==> src/design/dtp_pkg.sv <==
`timescale 1ns / 1ps
`default_nettype none

package dtp_pkg;

  // Token buffer size and the width of the token length counter.
  localparam int TOKEN_BUFFER_LEN = 32;
  localparam int TL_W             = 6;
  localparam int CNT_W            = 16;
  localparam int QUEUE_DEPTH      = 4;

  // Length limits for a ten digit value.
  localparam int LONG_TOKEN_LEN = 11;
  localparam int TEN_TOKEN_LEN  = 10;

  // Character codes.
  localparam logic [7:0] CHAR_NUL   = 8'h00;
  localparam logic [7:0] CHAR_SPACE = 8'h20;
  localparam logic [7:0] CHAR_MINUS = 8'h2D;
  localparam logic [7:0] CHAR_ZERO  = 8'h30;
  localparam logic [7:0] CHAR_TWO   = 8'h32;
  localparam logic [7:0] CHAR_NINE  = 8'h39;

  // Result status codes.
  localparam logic [2:0] ST_OK        = 3'd0;
  localparam logic [2:0] ST_EMPTY     = 3'd1;
  localparam logic [2:0] ST_OVERFLOW  = 3'd2;
  localparam logic [2:0] ST_NOT_DIGIT = 3'd3;
  localparam logic [2:0] ST_INVALID   = 3'd4;

  // Configuration register indexes.
  localparam logic CFG_RANGE_MIN = 1'b0;
  localparam logic CFG_RANGE_MAX = 1'b1;

  localparam logic signed [31:0] RANGE_MIN_RESET = 32'sh8000_0000;
  localparam logic signed [31:0] RANGE_MAX_RESET = 32'sh7FFF_FFFF;

  // Classified character as passed from the front end to the parser.
  typedef struct packed {
    logic       is_space;
    logic       is_nul;
    logic       is_digit;
    logic       is_minus;
    logic       is_zero;
    logic       ge_two;
    logic [3:0] digit;
  } chr_class_t;

endpackage

`default_nettype wire

==> src/design/dtp_if.sv <==
`timescale 1ns / 1ps
`default_nettype none

interface dtp_char_if;
  logic       valid;
  logic       ready;
  logic [7:0] char_in;

  modport source (output valid, output char_in, input ready);
  modport sink (input valid, input char_in, output ready);
endinterface

interface dtp_result_if;
  logic               valid;
  logic               ready;
  logic [2:0]         status;
  logic signed [31:0] parsed_value;
  logic [15:0]        consumed;

  modport source (output valid, output status, output parsed_value, output consumed,
                  input ready);
  modport sink (input valid, input status, input parsed_value, input consumed,
                output ready);
endinterface

`default_nettype wire

==> src/design/dtp_front.sv <==
`timescale 1ns / 1ps
`default_nettype none

module dtp_front (
  dtp_char_if.sink            in_ch,
  output logic                push_valid,
  output dtp_pkg::chr_class_t push_data,
  input  logic                push_ready
);

  // Classify the incoming byte so that the parser only sees flags. For the
  // digit characters the low nibble of the code is the digit value itself.
  always_comb begin
    push_data.is_space  = (in_ch.char_in == dtp_pkg::CHAR_SPACE);
    push_data.is_nul    = (in_ch.char_in == dtp_pkg::CHAR_NUL);
    push_data.is_digit  = (in_ch.char_in >= dtp_pkg::CHAR_ZERO) &&
                          (in_ch.char_in <= dtp_pkg::CHAR_NINE);
    push_data.is_minus  = (in_ch.char_in == dtp_pkg::CHAR_MINUS);
    push_data.is_zero   = (in_ch.char_in == dtp_pkg::CHAR_ZERO);
    push_data.ge_two    = (in_ch.char_in >= dtp_pkg::CHAR_TWO);
    push_data.digit     = in_ch.char_in[3:0];
  end

  assign push_valid  = in_ch.valid;
  assign in_ch.ready = push_ready;

endmodule

`default_nettype wire

==> src/design/dtp_queue.sv <==
`timescale 1ns / 1ps
`default_nettype none

module dtp_queue (
  input  logic                clk,
  input  logic                rst,
  input  logic                push_valid,
  input  dtp_pkg::chr_class_t push_data,
  output logic                push_ready,
  output logic                pop_valid,
  output dtp_pkg::chr_class_t pop_data,
  input  logic                pop_ready
);

  localparam int PTR_W = $clog2(dtp_pkg::QUEUE_DEPTH);
  localparam int CNT_W = $clog2(dtp_pkg::QUEUE_DEPTH + 1);

  dtp_pkg::chr_class_t entries [dtp_pkg::QUEUE_DEPTH];
  logic [PTR_W-1:0]    wr_ptr;
  logic [PTR_W-1:0]    rd_ptr;
  logic [CNT_W-1:0]    count;
  logic                push;
  logic                pop;

  assign push_ready = (count != CNT_W'(dtp_pkg::QUEUE_DEPTH));
  assign pop_valid  = (count != '0);
  assign pop_data   = entries[rd_ptr];
  assign push       = push_valid && push_ready;
  assign pop        = pop_valid && pop_ready;

  always_ff @(posedge clk) begin
    if (push) begin
      entries[wr_ptr] <= push_data;
    end
  end

  always_ff @(posedge clk) begin
    if (rst) begin
      wr_ptr <= '0;
      rd_ptr <= '0;
      count  <= '0;
    end else begin
      if (push) begin
        wr_ptr <= wr_ptr + PTR_W'(1);
      end
      if (pop) begin
        rd_ptr <= rd_ptr + PTR_W'(1);
      end
      if (push && !pop) begin
        count <= count + CNT_W'(1);
      end else if (pop && !push) begin
        count <= count - CNT_W'(1);
      end
    end
  end

`ifndef NO_ASSERTIONS
  a_count_bound: assert property (@(posedge clk) disable iff (rst)
    count <= CNT_W'(dtp_pkg::QUEUE_DEPTH))
    else $error("queue count beyond depth");
  a_count_up: assert property (@(posedge clk) disable iff (rst)
    (push && !pop) |=> count == $past(count) + CNT_W'(1))
    else $error("queue count did not rise on push");
  a_count_down: assert property (@(posedge clk) disable iff (rst)
    (pop && !push) |=> count == $past(count) - CNT_W'(1))
    else $error("queue count did not fall on pop");
`endif

endmodule

`default_nettype wire

==> src/design/dtp_back.sv <==
`timescale 1ns / 1ps
`default_nettype none

module dtp_back (
  input  logic                clk,
  input  logic                rst,
  input  logic                pop_valid,
  input  dtp_pkg::chr_class_t pop_data,
  output logic                pop_ready,
  input  logic signed [31:0]  range_min,
  input  logic signed [31:0]  range_max,
  dtp_result_if.source        out_ch
);

  localparam int TL_W  = dtp_pkg::TL_W;
  localparam int CNT_W = dtp_pkg::CNT_W;

  // Parser state.
  logic             in_token;
  logic [CNT_W-1:0] char_count;
  logic [TL_W-1:0]  token_length;
  logic             first_minus;
  logic             first_zero;
  logic             first_ge_two;
  logic             second_is_zero;
  logic             bad_digit_seen;
  logic [31:0]      magnitude_acc;

  // Output register.
  logic               out_valid;
  logic [2:0]         out_status;
  logic signed [31:0] out_value;
  logic [CNT_W-1:0]   out_consumed;

  logic                     emits;
  logic [2:0]               res_status;
  logic signed [31:0]       res_value;
  logic [CNT_W-1:0]         res_consumed;
  logic                     take_char;
  logic                     do_finish;
  logic [CNT_W-1:0]         count_bumped;
  logic [TL_W-1:0]          length_next;
  logic [31:0]              magnitude_next;
  logic signed [32:0]       value_wide;
  logic                     pop;

  always_comb begin
    count_bumped   = (char_count != {CNT_W{1'b1}}) ? char_count + CNT_W'(1) : char_count;
    length_next    = token_length + TL_W'(1);
    magnitude_next = (magnitude_acc << 3) + (magnitude_acc << 1) +
                     {28'd0, pop_data.digit};
    value_wide     = first_minus ? -$signed({1'b0, magnitude_acc})
                                 : $signed({1'b0, magnitude_acc});

    take_char    = 1'b0;
    do_finish    = 1'b0;
    emits        = 1'b0;
    res_status   = dtp_pkg::ST_OK;
    res_value    = '0;
    res_consumed = char_count;

    if (!in_token) begin
      if (pop_data.is_nul) begin
        emits      = 1'b1;
        res_status = dtp_pkg::ST_EMPTY;
      end else if (!pop_data.is_space) begin
        take_char = 1'b1;
      end
    end else if (pop_data.is_space || pop_data.is_nul) begin
      do_finish = 1'b1;
    end else begin
      take_char = 1'b1;
    end

    if (take_char && (length_next >= TL_W'(dtp_pkg::TOKEN_BUFFER_LEN))) begin
      emits        = 1'b1;
      res_status   = dtp_pkg::ST_OVERFLOW;
      res_consumed = count_bumped;
    end

    if (do_finish) begin
      emits = 1'b1;
      if (bad_digit_seen) begin
        res_status = dtp_pkg::ST_NOT_DIGIT;
      end else if ((first_zero && token_length > TL_W'(1)) ||
                   (first_minus && token_length > TL_W'(1) && second_is_zero)) begin
        res_status = dtp_pkg::ST_INVALID;
      end else if ((token_length >= TL_W'(dtp_pkg::LONG_TOKEN_LEN)) ||
                   (first_ge_two && token_length == TL_W'(dtp_pkg::TEN_TOKEN_LEN))) begin
        res_status = dtp_pkg::ST_INVALID;
      end else if ((value_wide < $signed({range_min[31], range_min})) ||
                   (value_wide > $signed({range_max[31], range_max}))) begin
        res_status = dtp_pkg::ST_INVALID;
      end else begin
        res_status = dtp_pkg::ST_OK;
        res_value  = value_wide[31:0];
      end
    end
  end

  // A character that leaves no result may go ahead even while a result waits.
  assign pop_ready = !emits || !out_valid || out_ch.ready;
  assign pop       = pop_valid && pop_ready;

  always_ff @(posedge clk) begin
    if (rst) begin
      in_token       <= 1'b0;
      char_count     <= '0;
      token_length   <= '0;
      first_minus    <= 1'b0;
      first_zero     <= 1'b0;
      first_ge_two   <= 1'b0;
      second_is_zero <= 1'b0;
      bad_digit_seen <= 1'b0;
      magnitude_acc  <= '0;
      out_valid      <= 1'b0;
    end else begin
      if (pop && emits) begin
        out_valid <= 1'b1;
      end else if (out_ch.ready) begin
        out_valid <= 1'b0;
      end
      if (pop) begin
        if (emits) begin
          in_token       <= 1'b0;
          char_count     <= '0;
          token_length   <= '0;
          first_minus    <= 1'b0;
          first_zero     <= 1'b0;
          first_ge_two   <= 1'b0;
          second_is_zero <= 1'b0;
          bad_digit_seen <= 1'b0;
          magnitude_acc  <= '0;
        end else if (take_char) begin
          in_token     <= 1'b1;
          char_count   <= count_bumped;
          token_length <= length_next;
          if (token_length == '0) begin
            first_minus  <= pop_data.is_minus;
            first_zero   <= pop_data.is_zero;
            first_ge_two <= pop_data.ge_two;
          end
          if (token_length == TL_W'(1) && pop_data.is_zero) begin
            second_is_zero <= 1'b1;
          end
          if (pop_data.is_digit) begin
            magnitude_acc <= magnitude_next;
          end else if (!(token_length == '0 && pop_data.is_minus)) begin
            bad_digit_seen <= 1'b1;
          end
        end else begin
          // Leading space.
          char_count <= count_bumped;
        end
      end
    end
  end

  always_ff @(posedge clk) begin
    if (pop && emits) begin
      out_status   <= res_status;
      out_value    <= res_value;
      out_consumed <= res_consumed;
    end
  end

  assign out_ch.valid        = out_valid;
  assign out_ch.status       = out_status;
  assign out_ch.parsed_value = out_value;
  assign out_ch.consumed     = out_consumed;

`ifndef NO_ASSERTIONS
  a_value_zero: assert property (@(posedge clk) disable iff (rst)
    (out_valid && out_status != dtp_pkg::ST_OK) |-> out_value == '0)
    else $error("non-zero value with failing status");
  a_length_bound: assert property (@(posedge clk) disable iff (rst)
    token_length < TL_W'(dtp_pkg::TOKEN_BUFFER_LEN))
    else $error("token length reached buffer size");
  a_restart: assert property (@(posedge clk) disable iff (rst)
    (pop && emits) |=> (!in_token && token_length == '0 && char_count == '0 && out_valid))
    else $error("parser did not restart after a result");
`endif

endmodule

`default_nettype wire

==> src/design/decimal_token_parse_range_check.sv <==
`timescale 1ns / 1ps
`default_nettype none

// Channel   Direction  Word                                   Accepted when
// in_ch     in         char_in (8 bit text byte)              valid && ready
// out_ch    out        status, parsed_value, consumed          valid && ready
// cfg       in         cfg_index selects range_min/range_max   cfg_we high
//
// The queue in front of the parser holds four classified bytes, so the block
// takes one text byte every cycle while not full, even while a result waits.
// The parser handles one byte a cycle unless a pending result holds it back;
// it multiplies by ten with a shift-add and registers each result word.
// Reset is synchronous: it empties the queue, restarts the parser, drops any
// pending result and returns the range registers to their full span.
// A stalled result stalls only bytes that would themselves yield a result.
module decimal_token_parse_range_check (
  input  logic         clk,
  input  logic         rst,
  dtp_char_if.sink     in_ch,
  dtp_result_if.source out_ch,
  input  logic         cfg_we,
  input  logic         cfg_index,
  input  logic [31:0]  cfg_data
);

  // Inclusive acceptance range.
  logic signed [31:0] range_min;
  logic signed [31:0] range_max;

  logic                push_valid;
  logic                push_ready;
  dtp_pkg::chr_class_t push_data;
  logic                pop_valid;
  logic                pop_ready;
  dtp_pkg::chr_class_t pop_data;

  always_ff @(posedge clk) begin
    if (rst) begin
      range_min <= dtp_pkg::RANGE_MIN_RESET;
      range_max <= dtp_pkg::RANGE_MAX_RESET;
    end else if (cfg_we) begin
      unique case (cfg_index)
        dtp_pkg::CFG_RANGE_MIN: range_min <= $signed(cfg_data);
        dtp_pkg::CFG_RANGE_MAX: range_max <= $signed(cfg_data);
        default: begin
        end
      endcase
    end
  end

  // The front end classifies each byte as it arrives.
  dtp_front u_front (
    .in_ch      (in_ch),
    .push_valid (push_valid),
    .push_data  (push_data),
    .push_ready (push_ready)
  );

  // The short queue lets the input side run while the output is stalled.
  dtp_queue u_queue (
    .clk        (clk),
    .rst        (rst),
    .push_valid (push_valid),
    .push_data  (push_data),
    .push_ready (push_ready),
    .pop_valid  (pop_valid),
    .pop_data   (pop_data),
    .pop_ready  (pop_ready)
  );

  // The parser tracks the token, checks it and registers the result word.
  dtp_back u_back (
    .clk       (clk),
    .rst       (rst),
    .pop_valid (pop_valid),
    .pop_data  (pop_data),
    .pop_ready (pop_ready),
    .range_min (range_min),
    .range_max (range_max),
    .out_ch    (out_ch)
  );

endmodule

`default_nettype wire
==> src/flat_wrapper.sv <==
// flat-port wrapper written by rule: the top's interface ports become plain ports
module decimal_token_parse_range_check_flat 
  (clk, rst, cfg_we, cfg_index, cfg_data, in_ch_valid, in_ch_char_in, in_ch_ready, out_ch_valid, out_ch_status, out_ch_parsed_value, out_ch_consumed, out_ch_ready);
  dtp_char_if in_ch_i ();
  dtp_result_if out_ch_i ();
  input  logic clk;
  input  logic rst;
  input  logic cfg_we;
  input  logic cfg_index;
  input  logic [31:0] cfg_data;
  input wire logic [$bits(in_ch_i.valid)-1:0] in_ch_valid;
  input wire logic [$bits(in_ch_i.char_in)-1:0] in_ch_char_in;
  output wire logic [$bits(in_ch_i.ready)-1:0] in_ch_ready;
  output wire logic [$bits(out_ch_i.valid)-1:0] out_ch_valid;
  output wire logic [$bits(out_ch_i.status)-1:0] out_ch_status;
  output wire logic [$bits(out_ch_i.parsed_value)-1:0] out_ch_parsed_value;
  output wire logic [$bits(out_ch_i.consumed)-1:0] out_ch_consumed;
  input wire logic [$bits(out_ch_i.ready)-1:0] out_ch_ready;
  assign in_ch_i.valid = in_ch_valid;
  assign in_ch_i.char_in = in_ch_char_in;
  assign in_ch_ready = in_ch_i.ready;
  assign out_ch_valid = out_ch_i.valid;
  assign out_ch_status = out_ch_i.status;
  assign out_ch_parsed_value = out_ch_i.parsed_value;
  assign out_ch_consumed = out_ch_i.consumed;
  assign out_ch_i.ready = out_ch_ready;
  decimal_token_parse_range_check u_core (.clk(clk), .rst(rst), .in_ch(in_ch_i), .out_ch(out_ch_i), .cfg_we(cfg_we), .cfg_index(cfg_index), .cfg_data(cfg_data));
endmodule
==> config.mk <==
export PLATFORM = sky130hd
export DESIGN_NAME = decimal_token_parse_range_check_flat
export DESIGN_NICKNAME = d
export VERILOG_FILES = /design/src/design/dtp_pkg.sv /design/src/design/dtp_if.sv /design/src/design/dtp_front.sv /design/src/design/dtp_queue.sv /design/src/design/dtp_back.sv /design/src/design/decimal_token_parse_range_check.sv /design/src/flat_wrapper.sv
export SDC_FILE = /design/constraint.sdc
export NUM_CORES = 1
export LEC_CHECK = 0
export BUFFER_PORTS_ARGS = -buffer_cell sky130_fd_sc_hd__buf_2
export CORE_ASPECT_RATIO = 1.75
export CORE_MARGIN = 1
export CORE_UTILIZATION = 45
export CTS_BUF_LIST = sky130_fd_sc_hd__clkbuf_4
export CTS_CLUSTER_DIAMETER = 80
export DETAILED_ROUTE_END_ITERATION = 6
export SKIP_LAST_GASP = 1
export SYNTH_ARGS = -nofsm -noshare
export SYNTH_HDL_FRONTEND = slang
export SYNTH_HIERARCHICAL = 1
export SYNTH_SLANG_ARGS = --single-unit
==> constraint.sdc <==
create_clock -name clk -period 5.2 [get_ports clk]
set_input_delay 1.04 -clock clk [delete_from_list [all_inputs] [get_ports clk]]
set_output_delay 1.04 -clock clk [all_outputs]
set_load 0.05 [all_outputs]
==> results of run 1 <==
[worst min-delay path by stage]
stage / from / end / slack, ns / cells past startpoint
5_1_grt: u_core/range_max[18] / u_core/range_max[18] / 0.48 / 1
2_1_floorplan: u_core/range_max[10] / u_core/range_max[10] / 0.44 / 1
3_3_place_gp: u_core/range_max[22] / u_core/range_max[22] / 0.44 / 1
4_1_cts: u_core/range_max[24] / u_core/range_max[24] / 0.47 / 1
3_5_place_dp: u_core/range_max[23] / u_core/range_max[23] / 0.45 / 1
6_report: u_core/range_max[18] / u_core/range_max[18] / 0.47 / 1
[kinds of logic after synthesis]
kind of cell,Yosys count,share of synthesized area [%]
compound gates,340,17.1
fa+ha+maj,137,12.7
flops,225,39.6
mux,17,2.21
buf+inv,158,5.31
xor+xnor,61,3.91
simple gates,456,19.1
[critical path: cells and delay by family, from the launching register on]
| kind | cells | cell delay [ns] |
|---|---|---|
| xor gates and xnor gates | 1 | 0.27 |
| AOI/OAI and AO/OA | 6 | 1.24 |
| adders and majority gates | 1 | 0.31 |
| DFF | 1 | 0.39 |
| and+or+nand+nor | 7 | 1.90 |
| buffers and inverters | 1 | 0.31 |
[registers in the layout, summed over array words and instances (netlist names), 6 cells and up, named ones only]
| signal | cells |
|---|---|
| u_core/range_max | 32 |
| u_core/range_min | 32 |
| u_core/u_back/char_count | 16 |
| u_core/u_back/magnitude_acc | 32 |
| u_core/u_back/out_ch.consumed | 16 |
| u_core/u_back/out_ch.parsed_value | 32 |
| u_core/u_back/token_length | 6 |
| u_core/u_queue/entries | 40 |
[metal layers]
layer | share of wire, % | wire length [microns] | global-route usage [%]
met4 | 2.7 | 896 | 8.03
met3 | 3.5 | 1150 | 3.33
met2 | 54 | 17900 | 41.9
met1 | 40 | 13300 | 23.7
met5 | 0 | 0 | 0
[area by class of cell]
class                   instances  share of cell area (%)
diodes                          2                  0.0332
clock buffers                  81                    4.04
clock inverters                22                   0.598
inverters                      89                    2.22
multi-input cells            1011                    49.9
flip-flops and latches        225                    35.9
well taps                     387                    3.21
repair buffers                110                    4.04
[per-stage QoR]
stage	cell area, sq um	setup slack [ns]	hold slack, ns	cells
4_1_cts	15100	0.573	0.469	1925
2_1_floorplan	13700	0.843	0.435	1394
5_1_grt	15100	0.305	0.485	1927
6_report	15100	0.601	0.467	1927
3_3_place_gp	14400	0.677	0.445	1822
3_5_place_dp	14400	0.601	0.450	1822
[power by group through the flow]
stage | clock network, mW | registers, mW | logic, mW
after global routing | 1.60 | 2.38 | 2.31
after floorplan | 0 | 2.98 | 0.975
final | 1.47 | 2.34 | 2.14
after detailed placement | 0 | 2.39 | 2.16
after CTS | 1.53 | 2.35 | 2.17
after global placement | 0 | 2.38 | 2.15
[layout by cell type (no fill, tap or decap), types with 11 or more instances in the layout]
cell type  netlist  routed
dfxtp_1        134     134
ha_1           134     134
buf_2           12      97
nor2_1          94      93
edfxtp_1        91      91
inv_1           89      89
clkbuf_4         0      81
nand2_1         77      77
a21oi_1         76      76
o21ai_0         50      50
and3_1          43      43
nand2b_1        42      42
xnor2_1         39      39
nor2b_1         38      38
a21o_1          36      36
a211o_1         35      35
nand4bb_1       31      31
o21ai_1         30      30
nand3_1         29      29
nand4_1         24      24
xor2_1          22      22
nor3_1          18      18
a22oi_1         17      17
clkinv_1         0      16
buf_4            6      11
and2_1          11      11
==> results.py, run 1 <==
metrics = {
    "die": {
        "rows": 84,
        "core_sq_mm": 0.0300,
        "design.die.area_sq_mm": 0.0311,
        "io_pins": 99,
        "fp.dieH_microns": 232,
        "start_util_pct": 45.6,
        "dieWidth_microns": 134,
    },
    "yosys": {
        "syn-num-nets": 1577,
        "postSynthCellCount": 1394,
        "ys.flop_type": "dfxtp_1",
        "synthTopCellsByCount": "dfxtp_1, ha_1, nor2_1, edfxtp_1, inv_1",
        "yosysUniqueCellTypes": 82,
        "synth_async_sr_flop_share_pct": 0,
        "ys_seq_elements": 225,
        "ys.warnings.count": 6,
        "ys_seq_area_share_pct": 39.6,
        "yosys.area.top_type": "edfxtp_1",
        "avgSynthCellArea_sq_um": 9.80,
        "synth_top_area_share_pct": 20.0,
        "syn_area_sq_mm": 0.0137,
        "synth.area.top_cells": "edfxtp_1, dfxtp_1, ha_1",
        "synth_edf_count": 91,
    },
    "clocking": {
        "cts_made_buffers": 55,
        "cts_root_buf": "clkbuf_4",
        "htree_levels": 2,
        "cts.repair.resized": 0,
        "cts_tree": "yes",
        "cts_setup_buffers": 0,
        "cts.clk_slew.worst_paths_ns": 0.06,
        "clk_path_buf_depth": 3,
        "clkSinkCount": 225,
        "clock_latency_ns": 0.74,
        "cts_hold_buf": 0,
    },
    "power_and_ir_drop": {
        "total_leakage_power_nw": 6.79,
        "internal_power_mw": 3.49,
        "seqPwrFrac_pct": 39.3,
        "ir_worst_vdd_v": 0.000367,
        "clockPowerShare_pct": 24.7,
        "power_density_mw_per_mm2": 395,
        "total_power_mw": 5.96,
        "swShare_pct": 41.5,
        "p_sw_mw": 2.47,
        "combPwrFrac_pct": 36.0,
    },
    "worst_setup_path": {
        "rr_startpoint": "u_core/u_back/magnitude_acc[6]",
        "cpMaxStageDelayCell": "nor4_1",
        "worstSetupEndpoint": "u_core/u_back/out_ch.parsed_value[17]",
        "crit_path_max_fanout": 25,
        "cp_data_arrival_time_ns": 5.16,
        "r2r_cells": 16,
        "startpoint": "u_core/u_back/magnitude_acc[6]",
        "critical_path_class": "flop to flop",
        "worstSetupStartpointType": "flop",
        "max_stage_delay_ns": 0.45,
        "rrSetupSlack_ns": 0.60,
        "path_cells": "nor4_1 -> nand4b_1 -> nand2b_1 -> nand2b_1 -> o31a_1 -> xor2_1 -> ha_1 -> a21o_1 -> a21o_1 -> a21oi_1 -> nor3b_1 -> a211oi_1 -> a2bb2oi_1 -> nand4_1 -> buf_12 -> nor2b_1",
        "r2r-end": "u_core/u_back/out_ch.parsed_value[17]",
        "crit_path_end_kind": "flop",
        "worstPathRequired_ns": 5.77,
    },
    "sta": {
        "rsz0062_at_grt": "false",
        "final.setup.tns_ns": 0,
        "final-max-slew-violation-count": 0,
        "slew_headroom_pct": 18.8,
        "hold_violations": 0,
        "timing.fmax_mhz": 217,
        "fin_crit_sh_pct": 88.4,
        "finClkSkew_ns": 0.0525,
        "period_needed_ns": 4.60,
        "setup_viol": 0,
        "worst_pin_slew_ns": 1.21,
    },
    "global_routing": {
        "grt_max_degree": 91,
        "grtUsageTotal_pct": 21.8,
        "grt_pass1_vias": 10700,
        "grt-ovfl-total": 0,
        "antenna_found_initial": 1,
        "grt_pass1_wl_mm": 53.9,
    },
    "status": {
        "outcome": "finished clean",
    },
    "place": {
        "gp_congestion": 0.875,
        "io_buffer_count": 98,
        "place_hpwl_mm": 24.1,
    },
    "detailed_routing": {
        "drt-pass1-iter-count": 5,
        "vias": 10800,
        "avgViaCountPerCell": 5.59,
        "first_iter_violations": 380,
        "routedWlPerCell_microns": 17.2,
        "routed_wl_mm": 33.2,
        "drtAntennaViolNets": 0,
        "drc": 0,
    },
    "finish": {
        "multiInputGateArea_sq_mm": 0.00752,
        "drive_gt1_share_pct": 15.5,
        "area_growth_pct": 10.3,
        "nNetsFinal": 1675,
        "fillers": 2887,
        "final_core_util_pct": 50.3,
        "register_area_sq_mm": 0.00542,
    },
    "worst_hold_path": {
        "hp-class": "flop to flop",
    },
    "run": {
        "drv_cap": 0,
    },
}
Note: power is estimated with default switching activity, not from simulation.
==> run 2, diff against run 1 <==
--- a/config.mk
+++ b/config.mk
@@ -5,10 +5,11 @@
 export SDC_FILE = /design/constraint.sdc
 export NUM_CORES = 1
 export LEC_CHECK = 0
+export ABC_AREA = 1
 export BUFFER_PORTS_ARGS = -buffer_cell sky130_fd_sc_hd__buf_2
 export CORE_ASPECT_RATIO = 1.75
 export CORE_MARGIN = 1
-export CORE_UTILIZATION = 45
+export CORE_UTILIZATION = 40
 export CTS_BUF_LIST = sky130_fd_sc_hd__clkbuf_4
 export CTS_CLUSTER_DIAMETER = 80
 export DETAILED_ROUTE_END_ITERATION = 6
==> run 2 against run 1 <==
Compared with the run above:
- sequential share of layout area shrank 2.1 points
- worst hold slack worse by 0.011 ns
- largest cell class unchanged
- setup slack improved by 0.12 ns
- sequential power increased by 4%
==> results.py, run 2 <==
metrics = {
    "yosys": {
        "synth-xor-area-share_pct": 2.85,
        "ys_seq_area_share_pct": 37.5,
        "synth_compound_area_share_pct": 9.49,
        "syn_area_sq_mm": 0.0144,
        "yosysUniqueCellTypes": 51,
        "ys_seq_elements": 225,
        "yosys.area.top_type": "edfxtp_1",
        "ys.warnings.count": 6,
        "syn-num-nets": 2142,
        "synth_async_sr_flop_share_pct": 0,
        "synthMuxAreaShare_pct": 0,
        "synth_top_family_by_area": "simple AND/OR/NAND/NOR gates",
        "avgSynthCellArea_sq_um": 7.37,
        "synthSimpleGateAreaFrac_pct": 28.6,
        "ys.flop_type": "dfxtp_1",
        "yosysMostFrequentCell": "nand2_1",
        "synth_edf_count": 91,
        "postSynthCellCount": 1959,
        "synthAdderAreaFrac_pct": 12.0,
        "synth_top_area_share_pct": 18.9,
        "synthTopCellsByCount": "nand2_1, inv_1, nor2_1, nand3_1",
        "synth.area.top_cells": "edfxtp_1, dfxtp_1, nand2_1",
    },
    "finish": {
        "drive_gt1_share_pct": 11.6,
        "area_growth_pct": 10.8,
        "nNetsFinal": 2251,
        "mostFrequentLayoutCells": "nand2_1, inv_1, nor2_1",
        "fillers": 3595,
        "fin_area_sq_mm": 0.0160,
        "layout_commonest_cell": "nand2_1",
        "largest_reg_flops": 40,
        "regMostFlops": "u_core/u_queue/entries",
    },
    "die": {
        "dieWidth_microns": 146,
        "fp.dieH_microns": 253,
        "rows": 91,
        "io_pins": 99,
        "design.die.area_sq_mm": 0.0369,
        "core_sq_mm": 0.0354,
        "start_util_pct": 40.8,
    },
    "sta": {
        "period_needed_ns": 4.48,
        "hold_slack_ns": 0.456,
        "final.setup.tns_ns": 0,
        "final-max-slew-violation-count": 0,
        "setup_viol": 0,
        "fin_ws_ns": 0.725,
        "worst_pin_slew_ns": 1.02,
        "slew_headroom_pct": 31.5,
        "fin_crit_sh_pct": 86.1,
        "rsz0062_at_grt": "false",
        "hold_violations": 0,
        "finClkSkew_ns": 0.0602,
        "timing.fmax_mhz": 223,
    },
    "worst_setup_path": {
        "r2r_cells": 24,
        "crit_path_max_fanout": 14,
        "r2r-end": "u_core/u_back/out_ch.parsed_value[10]",
        "cp_data_arrival_time_ns": 4.96,
        "rr_startpoint": "u_core/u_back/magnitude_acc[0]",
        "critical_path_class": "flop to flop",
        "rrSetupSlack_ns": 0.72,
        "worstSetupStartpointType": "flop",
        "crit_path_end_kind": "flop",
        "worstPathRequired_ns": 5.68,
    },
    "global_routing": {
        "grt_pass1_wl_mm": 63.8,
        "antenna_found_initial": 2,
        "grtUsageTotal_pct": 21.9,
        "grt-ovfl-total": 0,
        "grt_max_degree": 56,
        "grt_pass1_vias": 13100,
    },
    "worst_hold_path": {
        "min_path_cells": 2,
        "holdPathEnd": "u_core/u_back/second_is_zero",
        "hp-class": "flop to flop",
        "min-delay-start": "u_core/u_back/second_is_zero",
    },
    "detailed_routing": {
        "routed_wl_mm": 40.0,
        "drc": 0,
        "avgViaCountPerCell": 5.05,
        "routedWlPerCell_microns": 15.5,
        "vias": 13000,
        "first_iter_violations": 376,
        "drt-pass1-iter-count": 4,
        "drtAntennaViolNets": 0,
    },
    "power_and_ir_drop": {
        "seqPwrFrac_pct": 34.9,
        "p_sw_mw": 3.26,
        "total_leakage_power_nw": 7.68,
        "total_power_mw": 7.01,
        "combPwrFrac_pct": 43.7,
        "ir_worst_vdd_v": 0.000464,
        "power_density_mw_per_mm2": 438,
        "clockPowerShare_pct": 21.4,
        "swShare_pct": 46.5,
        "internal_power_mw": 3.75,
    },
    "place": {
        "pre_cts_ws_ns": 0.727,
        "place_area_sq_mm": 0.0153,
        "place_hpwl_mm": 30.7,
        "gp_congestion": 0.959,
        "io_buffer_count": 98,
    },
    "clocking": {
        "cts_root_buf": "clkbuf_4",
        "cts.repair.resized": 0,
        "cts_tree": "yes",
        "cts.clk_slew.worst_paths_ns": 0.08,
        "clk_path_buf_depth": 3,
        "cts_made_buffers": 56,
        "cts_setup_buffers": 0,
        "cts_hold_buf": 0,
        "htree_levels": 2,
        "clock_latency_ns": 0.75,
        "clkSinkCount": 225,
    },
    "status": {
        "outcome": "finished clean",
    },
    "run": {
        "drv_cap": 0,
    },
}
==> run 2: cell count changes after synthesis, moves of 35 or more <==
cell | previous run | this run
nor2_1 | 94 | 262
nand3_1 | 29 | 139
nand2b_1 | 42 | 0
nor2b_1 | 38 | 0
nand2_1 | 77 | 464
a211o_1 | 35 | 0
and3_1 | 43 | 2
a21oi_1 | 76 | 124
inv_1 | 89 | 268
==> run 2: critical path, cell delays in order (launching register included) <==
cell,delay [ns]
dfxtp_1,0.36
inv_1,0.18
ha_1,0.23
inv_1,0.10
nor3_1,0.30
inv_1,0.14
nor2_1,0.32
nand3_1,0.15
o21ai_0,0.21
xor2_1,0.21
inv_1,0.10
ha_1,0.31
nand2_1,0.06
nor2_1,0.15
a21boi_0,0.21
nor2_1,0.06
nand2_1,0.07
nand2_1,0.07
nand3_1,0.09
nand2_1,0.05
nand2_1,0.06
nand2_1,0.05
nand3_1,0.37
buf_4,0.30
nor2_1,0.07
==> run 2: worst max path at each step <==
stage	cells after the start	slack [ns]	end	from
detailed placement	24	0.73	u_core/u_back/out_ch.parsed_value[2]	u_core/u_back/magnitude_acc[0]
floorplan	24	1.80	u_core/u_back/out_ch.parsed_value[16]	u_core/u_back/magnitude_acc[0]
global route	24	0.26	u_core/u_back/out_ch.parsed_value[0]	u_core/u_back/magnitude_acc[0]
CTS	24	0.71	u_core/u_back/out_ch.parsed_value[0]	u_core/u_back/magnitude_acc[0]
global placement	24	0.96	u_core/u_back/out_ch.parsed_value[16]	u_core/u_back/magnitude_acc[0]
finish	24	0.72	u_core/u_back/out_ch.parsed_value[10]	u_core/u_back/magnitude_acc[0]
==> run 2: logic make-up after synthesis <==
logic type | after synthesis
AOI/OAI and AO/OA | 250
and+or+nand+nor | 964
DFF | 225
adders and majority gates | 137
buffers and inverters | 336
xor gates and xnor gates | 47
==> run 2: per-stage QoR <==
stage,util [%],std cells
global placement,43.2,2475
detailed placement,43.2,2475
CTS,45.1,2576
finish,45.2,2578
floorplan,-,1959
global route,45.2,2578
==> run 2: per-layer routing <==
layer	wire length, microns	GRT usage, %	share of wire, %
met1	14500	20.7	36
met2	21800	43.5	54
met3	1340	2.95	3.3
met4	2390	14.1	6.0
met5	0	0	0
==> run 2: cell type report <==
class / instances / area [sq um] / share of cell area, %
multi-input combinational: 1398 / 7650 / 47.9
sequential: 225 / 5420 / 33.9
inverter: 279 / 1050 / 6.58
clock buffer: 84 / 631 / 3.94
tap: 465 / 582 / 3.64
timing repair buffer: 108 / 578 / 3.62
clock inverter: 17 / 75.1 / 0.469
antenna: 2 / 5.00 / 0.0313
==> run 2: power groups by stage <==
stage               clock network, mW  logic [mW]  registers, mW
floorplan                           0        1.59           3.18
global placement                    0        3.05           2.49
detailed placement                  0        3.08           2.48
CTS                              1.56        3.09           2.45
global route                     1.63        3.33           2.48
finish                           1.50        3.07           2.44
